--- src/rtl/core/rv32_dec_pkg.sv ---
// Types, opcode constants and a helper function for the RV32I instruction decoder.
package rv32_dec_pkg;

  // Major opcodes (instruction bits 6:0)
  localparam logic [6:0] OPC_OP     = 7'h33;
  localparam logic [6:0] OPC_OP_IMM = 7'h13;
  localparam logic [6:0] OPC_LOAD   = 7'h03;
  localparam logic [6:0] OPC_STORE  = 7'h23;
  localparam logic [6:0] OPC_BRANCH = 7'h63;
  localparam logic [6:0] OPC_LUI    = 7'h37;
  localparam logic [6:0] OPC_AUIPC  = 7'h17;
  localparam logic [6:0] OPC_JAL    = 7'h6F;
  localparam logic [6:0] OPC_JALR   = 7'h67;
  localparam logic [6:0] OPC_SYSTEM = 7'h73;

  // funct7 values that pick the base or the alternate operation
  localparam logic [6:0] F7_BASE = 7'h00;
  localparam logic [6:0] F7_ALT  = 7'h20;

  // funct3 codes that matter to the decoder
  localparam logic [2:0] F3_ADD = 3'd0;
  localparam logic [2:0] F3_SLL = 3'd1;
  localparam logic [2:0] F3_SR  = 3'd5;

  // SYSTEM immediates
  localparam logic [11:0] SYS_ECALL  = 12'h000;
  localparam logic [11:0] SYS_EBREAK = 12'h001;

  typedef enum logic [2:0] {
    CLS_R     = 3'd0,
    CLS_I     = 3'd1,
    CLS_S     = 3'd2,
    CLS_B     = 3'd3,
    CLS_U     = 3'd4,
    CLS_J     = 3'd5,
    CLS_UNSUP = 3'd6
  } inst_class_e;

  typedef enum logic [3:0] {
    ALU_NOP  = 4'd0,
    ALU_ADD  = 4'd1,
    ALU_SUB  = 4'd2,
    ALU_SLL  = 4'd3,
    ALU_SLT  = 4'd4,
    ALU_SLTU = 4'd5,
    ALU_XOR  = 4'd6,
    ALU_SRL  = 4'd7,
    ALU_SRA  = 4'd8,
    ALU_OR   = 4'd9,
    ALU_AND  = 4'd10
  } alu_op_e;

  typedef enum logic [2:0] {
    MEM_NONE   = 3'd0,
    MEM_LOAD   = 3'd1,
    MEM_STORE  = 3'd2,
    MEM_ECALL  = 3'd3,
    MEM_EBREAK = 3'd4
  } mem_op_e;

  // One decoded instruction
  typedef struct packed {
    inst_class_e inst_class;
    logic [6:0]  opcode_bits;
    logic [4:0]  dest_reg;
    logic [4:0]  src1_reg;
    logic [4:0]  src2_reg;
    logic [2:0]  func3_field;
    logic [6:0]  func7_field;
    logic [31:0] left_operand;
    logic [31:0] right_operand;
    logic [31:0] disp_value;
    alu_op_e     alu_code;
    mem_op_e     mem_code;
  } dec_res_t;

  // Base operation selected by funct3 alone
  function automatic alu_op_e base_op(input logic [2:0] f3);
    alu_op_e op;
    unique case (f3)
      3'd0:    op = ALU_ADD;
      3'd1:    op = ALU_SLL;
      3'd2:    op = ALU_SLT;
      3'd3:    op = ALU_SLTU;
      3'd4:    op = ALU_XOR;
      3'd5:    op = ALU_SRL;
      3'd6:    op = ALU_OR;
      default: op = ALU_AND;
    endcase
    return op;
  endfunction

endpackage

--- src/rtl/core/rv32i_instruction_decoder_top.sv ---
// RV32I instruction decoder: input word register, decode logic, result register.
//
// Slave channel (s_axis_*) carries one instruction word per transfer: the raw
// instruction, the program counter already advanced by four, and the two
// register-file values read at instruction bits 19:15 and 24:20.
// Master channel (m_axis_*) returns one decoded word per input word, in
// order: class on tuser, fields, ALU operands, displacement and op codes in
// tdata.
// A word taken on the slave side sits in the input register, is decoded
// combinationally and lands in the result register, from which it is
// presented on the master side. Throughput is one word per cycle while the
// receiver takes every output word.
// When the receiver stalls, the result register holds its word and the
// input register can still fill, so up to two words are held; the slave
// tready drops only when both stages are full and the output is not taken.
// Reset clears both stage valid flags; no word is presented until an input
// word has been accepted.
module rv32i_instruction_decoder_top (
  input  logic         clk_i,
  input  logic         rst_ni,
  // Input word
  input  logic         s_axis_tvalid,
  output logic         s_axis_tready,
  // [31:0] instruction_word, [63:32] pc_after_fetch, [95:64] rs1_value,
  // [127:96] rs2_value
  input  logic [127:0] s_axis_tdata,
  // Output word
  output logic         m_axis_tvalid,
  input  logic         m_axis_tready,
  // [6:0] opcode_bits, [11:7] dest_reg, [16:12] src1_reg, [21:17] src2_reg,
  // [24:22] func3_field, [31:25] func7_field, [63:32] left_operand,
  // [95:64] right_operand, [127:96] disp_value, [131:128] alu_code,
  // [134:132] mem_code, [135] zero
  output logic [135:0] m_axis_tdata,
  // [2:0] inst_class
  output logic [2:0]   m_axis_tuser
);

  // Stage registers
  logic                  in_valid_q;
  logic [127:0]          in_word_q;
  logic                  out_valid_q;
  rv32_dec_pkg::dec_res_t res_q;
  rv32_dec_pkg::dec_res_t res_d;

  logic out_ready;
  logic in_ready;

  // Pipeline flow control
  assign out_ready     = !out_valid_q || m_axis_tready;
  assign in_ready      = !in_valid_q || out_ready;
  assign s_axis_tready = in_ready;

  // Input register
  always_ff @(posedge clk_i or negedge rst_ni) begin
    if (!rst_ni) begin
      in_valid_q <= 1'b0;
    end else if (in_ready) begin
      in_valid_q <= s_axis_tvalid;
    end
  end

  always_ff @(posedge clk_i) begin
    if (in_ready && s_axis_tvalid) begin
      in_word_q <= s_axis_tdata;
    end
  end

  // Field extraction
  logic [31:0] w;
  logic [31:0] pc;
  logic [31:0] v1;
  logic [31:0] v2;
  logic [6:0]  opc;
  logic [4:0]  rdf;
  logic [2:0]  f3f;
  logic [4:0]  r1f;
  logic [4:0]  r2f;
  logic [6:0]  f7f;
  logic [11:0] i12;
  logic [31:0] imm_i;
  logic [31:0] imm_s;
  logic [31:0] imm_b;
  logic [31:0] imm_u;
  logic [31:0] imm_j;
  logic [31:0] shamt;
  logic [31:0] pc_cur;

  assign w      = in_word_q[31:0];
  assign pc     = in_word_q[63:32];
  assign v1     = in_word_q[95:64];
  assign v2     = in_word_q[127:96];
  assign opc    = w[6:0];
  assign rdf    = w[11:7];
  assign f3f    = w[14:12];
  assign r1f    = w[19:15];
  assign r2f    = w[24:20];
  assign f7f    = w[31:25];
  assign i12    = w[31:20];
  assign imm_i  = {{20{w[31]}}, w[31:20]};
  assign imm_s  = {{20{w[31]}}, w[31:25], w[11:7]};
  assign imm_b  = {{19{w[31]}}, w[31], w[7], w[30:25], w[11:8], 1'b0};
  assign imm_u  = {w[31:12], 12'h000};
  assign imm_j  = {{11{w[31]}}, w[31], w[19:12], w[20], w[30:21], 1'b0};
  assign shamt  = {27'd0, w[24:20]};
  assign pc_cur = pc - 32'd4;

  // Decode
  always_comb begin
    res_d               = '0;
    res_d.inst_class    = rv32_dec_pkg::CLS_UNSUP;
    res_d.opcode_bits   = opc;
    res_d.alu_code      = rv32_dec_pkg::ALU_NOP;
    res_d.mem_code      = rv32_dec_pkg::MEM_NONE;
    unique case (opc)
      rv32_dec_pkg::OPC_OP: begin
        res_d.inst_class    = rv32_dec_pkg::CLS_R;
        res_d.dest_reg      = rdf;
        res_d.src1_reg      = r1f;
        res_d.src2_reg      = r2f;
        res_d.func3_field   = f3f;
        res_d.func7_field   = f7f;
        res_d.left_operand  = v1;
        res_d.right_operand = v2;
        if (f7f == rv32_dec_pkg::F7_BASE) begin
          res_d.alu_code = rv32_dec_pkg::base_op(f3f);
        end else if (f7f == rv32_dec_pkg::F7_ALT && f3f == rv32_dec_pkg::F3_ADD) begin
          res_d.alu_code = rv32_dec_pkg::ALU_SUB;
        end else if (f7f == rv32_dec_pkg::F7_ALT && f3f == rv32_dec_pkg::F3_SR) begin
          res_d.alu_code = rv32_dec_pkg::ALU_SRA;
        end
      end
      rv32_dec_pkg::OPC_OP_IMM: begin
        res_d.inst_class   = rv32_dec_pkg::CLS_I;
        res_d.dest_reg     = rdf;
        res_d.src1_reg     = r1f;
        res_d.func3_field  = f3f;
        res_d.left_operand = v1;
        if (f3f == rv32_dec_pkg::F3_SLL || f3f == rv32_dec_pkg::F3_SR) begin
          // Shift by immediate: 5-bit amount, funct7 kept
          res_d.func7_field   = f7f;
          res_d.right_operand = shamt;
          res_d.disp_value    = shamt;
          if (f7f == rv32_dec_pkg::F7_BASE) begin
            res_d.alu_code = rv32_dec_pkg::base_op(f3f);
          end else if (f7f == rv32_dec_pkg::F7_ALT && f3f == rv32_dec_pkg::F3_SR) begin
            res_d.alu_code = rv32_dec_pkg::ALU_SRA;
          end
        end else begin
          res_d.right_operand = imm_i;
          res_d.disp_value    = imm_i;
          res_d.alu_code      = rv32_dec_pkg::base_op(f3f);
        end
      end
      rv32_dec_pkg::OPC_LOAD: begin
        res_d.inst_class    = rv32_dec_pkg::CLS_I;
        res_d.dest_reg      = rdf;
        res_d.src1_reg      = r1f;
        res_d.func3_field   = f3f;
        res_d.left_operand  = v1;
        res_d.right_operand = imm_i;
        res_d.disp_value    = imm_i;
        res_d.alu_code      = rv32_dec_pkg::ALU_ADD;
        res_d.mem_code      = rv32_dec_pkg::MEM_LOAD;
      end
      rv32_dec_pkg::OPC_STORE: begin
        res_d.inst_class    = rv32_dec_pkg::CLS_S;
        res_d.src1_reg      = r1f;
        res_d.src2_reg      = r2f;
        res_d.func3_field   = f3f;
        res_d.left_operand  = v1;
        res_d.right_operand = imm_s;
        res_d.disp_value    = v2;
        res_d.alu_code      = rv32_dec_pkg::ALU_ADD;
        res_d.mem_code      = rv32_dec_pkg::MEM_STORE;
      end
      rv32_dec_pkg::OPC_BRANCH: begin
        res_d.inst_class    = rv32_dec_pkg::CLS_B;
        res_d.src1_reg      = r1f;
        res_d.src2_reg      = r2f;
        res_d.func3_field   = f3f;
        res_d.left_operand  = v1;
        res_d.right_operand = v2;
        res_d.disp_value    = imm_b;
        // beq/bne compare by subtract, blt/bge signed, bltu/bgeu unsigned
        unique case (f3f)
          3'd0, 3'd1: res_d.alu_code = rv32_dec_pkg::ALU_SUB;
          3'd4, 3'd5: res_d.alu_code = rv32_dec_pkg::ALU_SLT;
          3'd6, 3'd7: res_d.alu_code = rv32_dec_pkg::ALU_SLTU;
          default:    res_d.alu_code = rv32_dec_pkg::ALU_NOP;
        endcase
      end
      rv32_dec_pkg::OPC_LUI: begin
        res_d.inst_class    = rv32_dec_pkg::CLS_U;
        res_d.dest_reg      = rdf;
        res_d.right_operand = imm_u;
        res_d.disp_value    = imm_u;
        res_d.alu_code      = rv32_dec_pkg::ALU_ADD;
      end
      rv32_dec_pkg::OPC_AUIPC: begin
        res_d.inst_class    = rv32_dec_pkg::CLS_U;
        res_d.dest_reg      = rdf;
        res_d.left_operand  = pc_cur;
        res_d.right_operand = imm_u;
        res_d.disp_value    = imm_u;
        res_d.alu_code      = rv32_dec_pkg::ALU_ADD;
      end
      rv32_dec_pkg::OPC_JAL: begin
        res_d.inst_class    = rv32_dec_pkg::CLS_J;
        res_d.dest_reg      = rdf;
        res_d.left_operand  = pc_cur;
        res_d.right_operand = imm_j;
        res_d.disp_value    = imm_j;
        res_d.alu_code      = rv32_dec_pkg::ALU_ADD;
      end
      rv32_dec_pkg::OPC_JALR: begin
        res_d.inst_class    = rv32_dec_pkg::CLS_I;
        res_d.dest_reg      = rdf;
        res_d.src1_reg      = r1f;
        res_d.func3_field   = f3f;
        res_d.left_operand  = v1;
        res_d.right_operand = imm_i;
        res_d.disp_value    = imm_i;
        res_d.alu_code      = rv32_dec_pkg::ALU_ADD;
      end
      rv32_dec_pkg::OPC_SYSTEM: begin
        res_d.inst_class  = rv32_dec_pkg::CLS_I;
        res_d.dest_reg    = rdf;
        res_d.src1_reg    = r1f;
        res_d.func3_field = f3f;
        if (i12 == rv32_dec_pkg::SYS_ECALL) begin
          res_d.mem_code = rv32_dec_pkg::MEM_ECALL;
        end else if (i12 == rv32_dec_pkg::SYS_EBREAK) begin
          res_d.mem_code = rv32_dec_pkg::MEM_EBREAK;
        end
      end
      default: begin
        // unsupported opcode: defaults stand
      end
    endcase
  end

  // Result register
  always_ff @(posedge clk_i or negedge rst_ni) begin
    if (!rst_ni) begin
      out_valid_q <= 1'b0;
    end else if (out_ready) begin
      out_valid_q <= in_valid_q;
    end
  end

  always_ff @(posedge clk_i) begin
    if (out_ready && in_valid_q) begin
      res_q <= res_d;
    end
  end

  // Output packing
  assign m_axis_tvalid = out_valid_q;
  assign m_axis_tuser  = res_q.inst_class;
  assign m_axis_tdata  = {1'b0,
                          res_q.mem_code,
                          res_q.alu_code,
                          res_q.disp_value,
                          res_q.right_operand,
                          res_q.left_operand,
                          res_q.func7_field,
                          res_q.func3_field,
                          res_q.src2_reg,
                          res_q.src1_reg,
                          res_q.dest_reg,
                          res_q.opcode_bits};

  // Unsupported opcodes carry no operation
  a_unsup_quiet: assert property (@(posedge clk_i) disable iff (!rst_ni)
    (out_valid_q && res_q.inst_class == rv32_dec_pkg::CLS_UNSUP) |->
      (res_q.alu_code == rv32_dec_pkg::ALU_NOP &&
       res_q.mem_code == rv32_dec_pkg::MEM_NONE &&
       res_q.dest_reg == 5'd0))
    else $error("unsupported opcode produced an operation");

  // Environment calls only come from SYSTEM instructions
  a_sys_origin: assert property (@(posedge clk_i) disable iff (!rst_ni)
    (out_valid_q && (res_q.mem_code == rv32_dec_pkg::MEM_ECALL ||
                     res_q.mem_code == rv32_dec_pkg::MEM_EBREAK)) |->
      (res_q.opcode_bits == rv32_dec_pkg::OPC_SYSTEM &&
       res_q.inst_class == rv32_dec_pkg::CLS_I))
    else $error("ecall/ebreak from a non-SYSTEM opcode");

  // Backpressure reaches the input only with both stages full
  a_full_stall: assert property (@(posedge clk_i) disable iff (!rst_ni)
    !s_axis_tready |-> (in_valid_q && out_valid_q && !m_axis_tready))
    else $error("input stalled while a stage was free");

endmodule
--- config.mk ---
export PLATFORM = sky130hd
export DESIGN_NAME = rv32i_instruction_decoder_top
export DESIGN_NICKNAME = d
export VERILOG_FILES = /design/src/rtl/core/rv32_dec_pkg.sv /design/src/rtl/core/rv32i_instruction_decoder_top.sv
export SDC_FILE = /design/constraint.sdc
export NUM_CORES = 1
export LEC_CHECK = 0
export CORE_MARGIN = 2
export CORE_UTILIZATION = 55
export DETAILED_ROUTE_END_ITERATION = 10
export DONT_BUFFER_PORTS = 1
export PLACE_DENSITY = 0.73
export SETUP_SLACK_MARGIN = 0.05
export SYNTH_ARGS = -nofsm -noshare
export SYNTH_HDL_FRONTEND = slang
export SYNTH_SLANG_ARGS = --single-unit
--- constraint.sdc ---
create_clock -name clk_i -period 3.9 [get_ports clk_i]
set_input_delay 0.195 -clock clk_i [delete_from_list [all_inputs] [get_ports clk_i]]
set_output_delay 0.195 -clock clk_i [all_outputs]
set_load 0.01 [all_outputs]
* Word level (Yosys, flattened, before mapping) *
Index checks and enable logic that the tools add are counted.

word-level totals
  flip-flop bits (word level) = 268
  latch bits = 0
  memory bits (writable) = 0
  bits in read-only memories = 0
  output and inout port bits = 141
  memories = 0

operators by class
  add/sub/neg operators = 1
  multiply operators = 0
  div/mod/pow operators = 0
  order comparisons = 0
  equal/unequal tests = 19
  shifts and indexed selects = 0
  mux-type cells = 17
  bitwise logic cells = 0
  reduce and logical (&&, ||, !) cells = 25

operators by type and width
  kind                     number
  $pmux W32 S6             2
  $mux W68                 1
  $pmux W32 S2             1
  $sub A32 B3 Y32 const B  1
  $eq A7 B6 Y1 const B     4
  $eq A7 B7 Y1 const B     4
  $pmux W4 S7              1
  $pmux W3 S3              2
  $pmux W3 S6              1
  $mux W4                  4
  $pmux W4 S4              1
  $eq A7 B5 Y1 const B     2
  $pmux W7 S2              1
  $reduce_or A2 Y1         7
  $eq A12 B1 Y1 const B    1
  $eq A3 B3 Y1 const B     4
  $logic_not A12 Y1        1
  $reduce_or A6 Y1         2
  $reduce_or A8 Y1         1
  $eq A7 B2 Y1 const B     1
  $logic_not A7 Y1         1
  $mux W7                  1
  $reduce_or A7 Y1         1
  $eq A3 B2 Y1 const B     2
  other kinds (8)          15

* Longest topological paths before layout *
  word-level depth = 6
  gate-level depth with buffers = 8

* Least setup slack after synthesis *
No wires, ideal clock.

  path kind = reg-to-reg
  start point = register out_valid_q, in the netlist m_axis_tvalid
  end point = register res_q (netlist bit m_axis_tdata[0]) (enable)
  setup time = 514 ps
  arrival = 3,673 ps
  required time = 3,386 ps
  setup slack = -287 ps
  cell stages (with the launch flop) = 3
  period minus slack after synthesis = 4,187 ps
  cell sequence = dfrtp_1 nand2b_1 and2_1

between the ends
  word-level cells in the longest chain between the ends = 3

RTL lines
  what                    RTL line                              source
  start, declared         rv32i_instruction_decoder_top.sv:42   logic out_valid_q;
  start signal, assigned  rv32i_instruction_decoder_top.sv:248  out_valid_q <= in_valid_q;
  $logic_not A1 Y1        rv32i_instruction_decoder_top.sv:50   assign out_ready = !out_valid_q || m_axis_tready;
  $logic_or A1 B1 Y1      rv32i_instruction_decoder_top.sv:50
  $logic_and A1 B1 Y1     rv32i_instruction_decoder_top.sv:253  if (out_ready && in_valid_q) begin
  end signal, assigned    rv32i_instruction_decoder_top.sv:254  res_q <= res_d;
  end, declared           rv32i_instruction_decoder_top.sv:43   rv32_dec_pkg::dec_res_t res_q;

Every way passes these cells.
A chain may end at the register's enable or synchronous reset.

==> results.md <==
* Status: finished, final reports clean
* Clock tree from TritonCTS: done
* Post-synth EDFFs at approximately 270
* Reported net switching power at 1.40 mW
* Main area contributors after synthesis: edfxtp_1 76%, a221o_1 3.9%, nand2_1 2.0%, o21ai_0 1.9%, xnor2_1 1.7%
* Seq/Total Area, Yosys at 0.763
* GR Layer Usage met2 at 0.407
* Final ANT Viol Nets at 0
* Pre-antenna DRT Iters at 5
* Sw Ratio at 0.221
* Mapped Area at 10500 um2
* Seq cells post-synth at between 200 and 300
* Area Overhead vs Synth at 23.4%
* Initial Util at 0.562
* ANT cells at 0
* Internal Power at between 4 and 5 mW
* Met1 usage at 0.286
* Critical path capture point type: register
* Dominant synthesized flop cell: edfxtp_1
* Clock Power Share at 0.383
* Net Count, Synth at 803
* H-tree depth at 1
* Critical path's slowest cell: nor4_1
* Remaining DRCs at 0
* Global routing's busiest layer: met2
* Worst path required time at 4.17 ns
* Worst Setup Start Kind: register
* Peak VDD IR at 0.414 mV
* Max-slew headroom at 0.307
* Routability cong. at 0.926
* Met3 usage at 0.0713
* Drt initial violations at 647
* Largest net degree at the start of global routing at 68
* Synth area leader: edfxtp_1
* Postcts setup bufs at 0
* Fin crit period at 2.81 ns
* CTS Root Cell: clkbuf_16
* Per-cell routed wire length at 23.5 um
* Die Area at 20300 um2
* Via count at 6593
* Skew-Pair Late Insertion Delay at 0.53 ns
* RSZ-0062 raised after global routing: no
* Port buffer count at 0
* Netlist cell types at 56
* Pleak at 4.51 nW
* Critical path fanouts, max at 8
* Worst-Margin Slew at 1.04 ns
* Worst EP arrival at 3.08 ns
* Placed wire-length estimate at approximately 15 mm
* Core ar. at 18800 um2
* Row cnt at 50
* Fin crit share at 0.721
* Non-Filler Instances at about 1100
* # IOs at between 200 and 300
* Max stage delay on crit path at 0.79 ns
* Crit path buffers/inverters at 0
* Cell Chain, Critical Path: nor4_1, nand4b_1, nor4_2, xnor2_1, o21ai_1
* Vias per inst at roughly 6.2
* Synth warn at 0
* Seq pwr share at 0.564
* Total CTS buffers at 27
* Worst hold slack at between 0.2 and 0.3 ns
* PwrDens at slightly below 500 nW/um2
* Clock slew at reported path FFs at around 0.06 ns
* Syn Area/Cell at ~16 um2
* Hold WC Path Type: in2reg
* Fmax at 0.356 GHz
* Skew final at ~0.019 ns
* Vias in the first global route at 6589
* Async SR Flop Fraction at 0.00746
* TritonCTS Sinks at about 270
* Grt ovf at 0
* Final WL at 25.0 mm
* Aggregate negative setup slack at 0 ns
* Post-synth top area share at 0.758
* Die X-Extent at around 140 um
* Comb power frac at 0.053
* First-pass GRT wire length at 36.9 mm
* Synthesized instance count at between 600 and 700
* Placed Instances at 878
* All-Layer GR Usage at 0.239
* Final Max Tran Viols at 0
* Initial antenna violation count at 0
* Number of max-cap violations at 0
* Cell family with most CP delay: simple AND/OR/NAND/NOR gates
* Fin nets at 943
* # setup viols final at 0
* Maximum root-to-sink buffer count at 3
* Endpoints failing hold at 0
* Die Ht at 142 um
* Setup CP Type: reg2reg
* Layout cells sized above 1 at 0.0786
-- area by class of cell --
type	count	area [um2]
clock buffers	31	691
clock inverters	19	143
fillers	1157	5760
inverters	11	41.3
multi-input cells	355	2370
flip-flops and latches	268	8040
well taps	234	293
repair buffers	143	1430
-- state kept, by name, indices dropped and copies added, names as in the netlist --
signal / flops
m_axis_tvalid: 1
m_axis_tdata: 135
in_valid_q: 1
m_axis_tuser: 3
in_word_q: 128
-- worst paths after layout --
check                      depth (start not counted)  slack, ns          endpoint           from
max                                                5       1.09  m_axis_tdata[61]  in_word_q[42]
min                                                1       0.28     in_word_q[72]  s_axis_tvalid
max reg2reg                                        5       1.09  m_axis_tdata[61]  in_word_q[42]
min reg2reg                                        1       0.52     m_axis_tvalid     in_valid_q
max in group asynchronous                          2       3.32     m_axis_tvalid         rst_ni
min in group asynchronous                          2       0.45        in_valid_q         rst_ni
-- placed cells by master (no fill, tap or decap), types with 3 or more instances in the layout --
cell	n
clkbuf_1	4
nand3_1	6
xor2_1	7
or2_2	5
buf_4	8
nor3_1	9
xnor2_1	21
nand2b_1	5
a22o_1	12
o21ai_1	5
or3_1	4
o21ai_0	40
or4_1	4
edfxtp_1	266
a21o_1	4
o21bai_1	3
inv_1	11
clkinv_1	9
nor2_1	29
nand2_1	56
nor4_1	8
a21oi_1	10
mux2i_1	5
ha_1	5
dlygate4sd3_1	133
nand4b_1	3
a22oi_1	3
nor2b_1	4
and2_1	24
a221o_1	41
clkbuf_16	27
a211oi_1	3
clkinv_2	5
and3_1	4
-- worst reg2reg max path: cells and delay by family (launching register included) --
kind | cells | cell delay (ns)
simple gates | 3 | 1.78
flops | 1 | 0.49
compound gates | 1 | 0.10
xor+xnor | 1 | 0.18
-- per-layer routing --
layer  up-vias  share of wire
li1       2872              -
met2       472           0.49
met1      3172           0.36
met3        77           0.11
met5         -              0
met4         0          0.040
-- Yosys cell counts, drive strengths merged, types with 3 or more instances --
cell,count
a221o,41
ha,5
o21bai,3
a22o,12
nand2,56
or4,6
nand2b,5
nand4b,3
a22oi,3
nand3,6
or2,5
a21o,4
o21ai,46
xor2,7
nor2,29
clkbuf,26
a211oi,3
inv,11
nor3,10
edfxtp,266
xnor2,21
nor2b,4
mux2i,5
and3,4
a21oi,12
and2,27
buf,6
nor4,11
or3,4
-- power groups by stage --
stage | combinational [mW] | sequential (mW) | clock, mW
detailed placement | 0.220 | 3.64 | 0
floorplan | 0.166 | 3.59 | 0
finish | 0.334 | 3.58 | 2.43
CTS | 0.329 | 3.58 | 2.47
global route | 0.363 | 3.60 | 2.58
global placement | 0.210 | 3.63 | 0
-- what timing repair did --
action	CTS	global route
hold endpoints to repair	132	0
hold buffers	133	0
resized for setup	0	0
-- per-stage QoR --
| step | total power [mW] | util | area, um2 | setup WS (ns) |
|---|---|---|---|---|
| floorplan | 3.75 | - | 10500 | 1.24 |
| global placement | 3.84 | 0.578 | 10800 | 1.29 |
| detailed placement | 3.86 | 0.578 | 10800 | 1.19 |
| CTS | 6.38 | 0.693 | 13000 | 1.17 |
| global route | 6.54 | 0.693 | 13000 | 0.923 |
| finish | 6.35 | 0.693 | 13000 | 1.09 |
-- cells by family (layout without fill, tap and decap cells) --
group | count (synthesis) | count (layout) | synth area share
other cells | 1 | 1 | 0.000356
simple gates | 181 | 181 | 0.0926
compound gates | 135 | 135 | 0.0946
buf+inv | 43 | 204 | 0.0159
fa+ha+maj | 5 | 5 | 0.00594
mux | 5 | 5 | 0.00475
xor+xnor | 28 | 28 | 0.0233
flops | 268 | 268 | 0.763
Note: power is estimated with default switching activity, not from simulation.
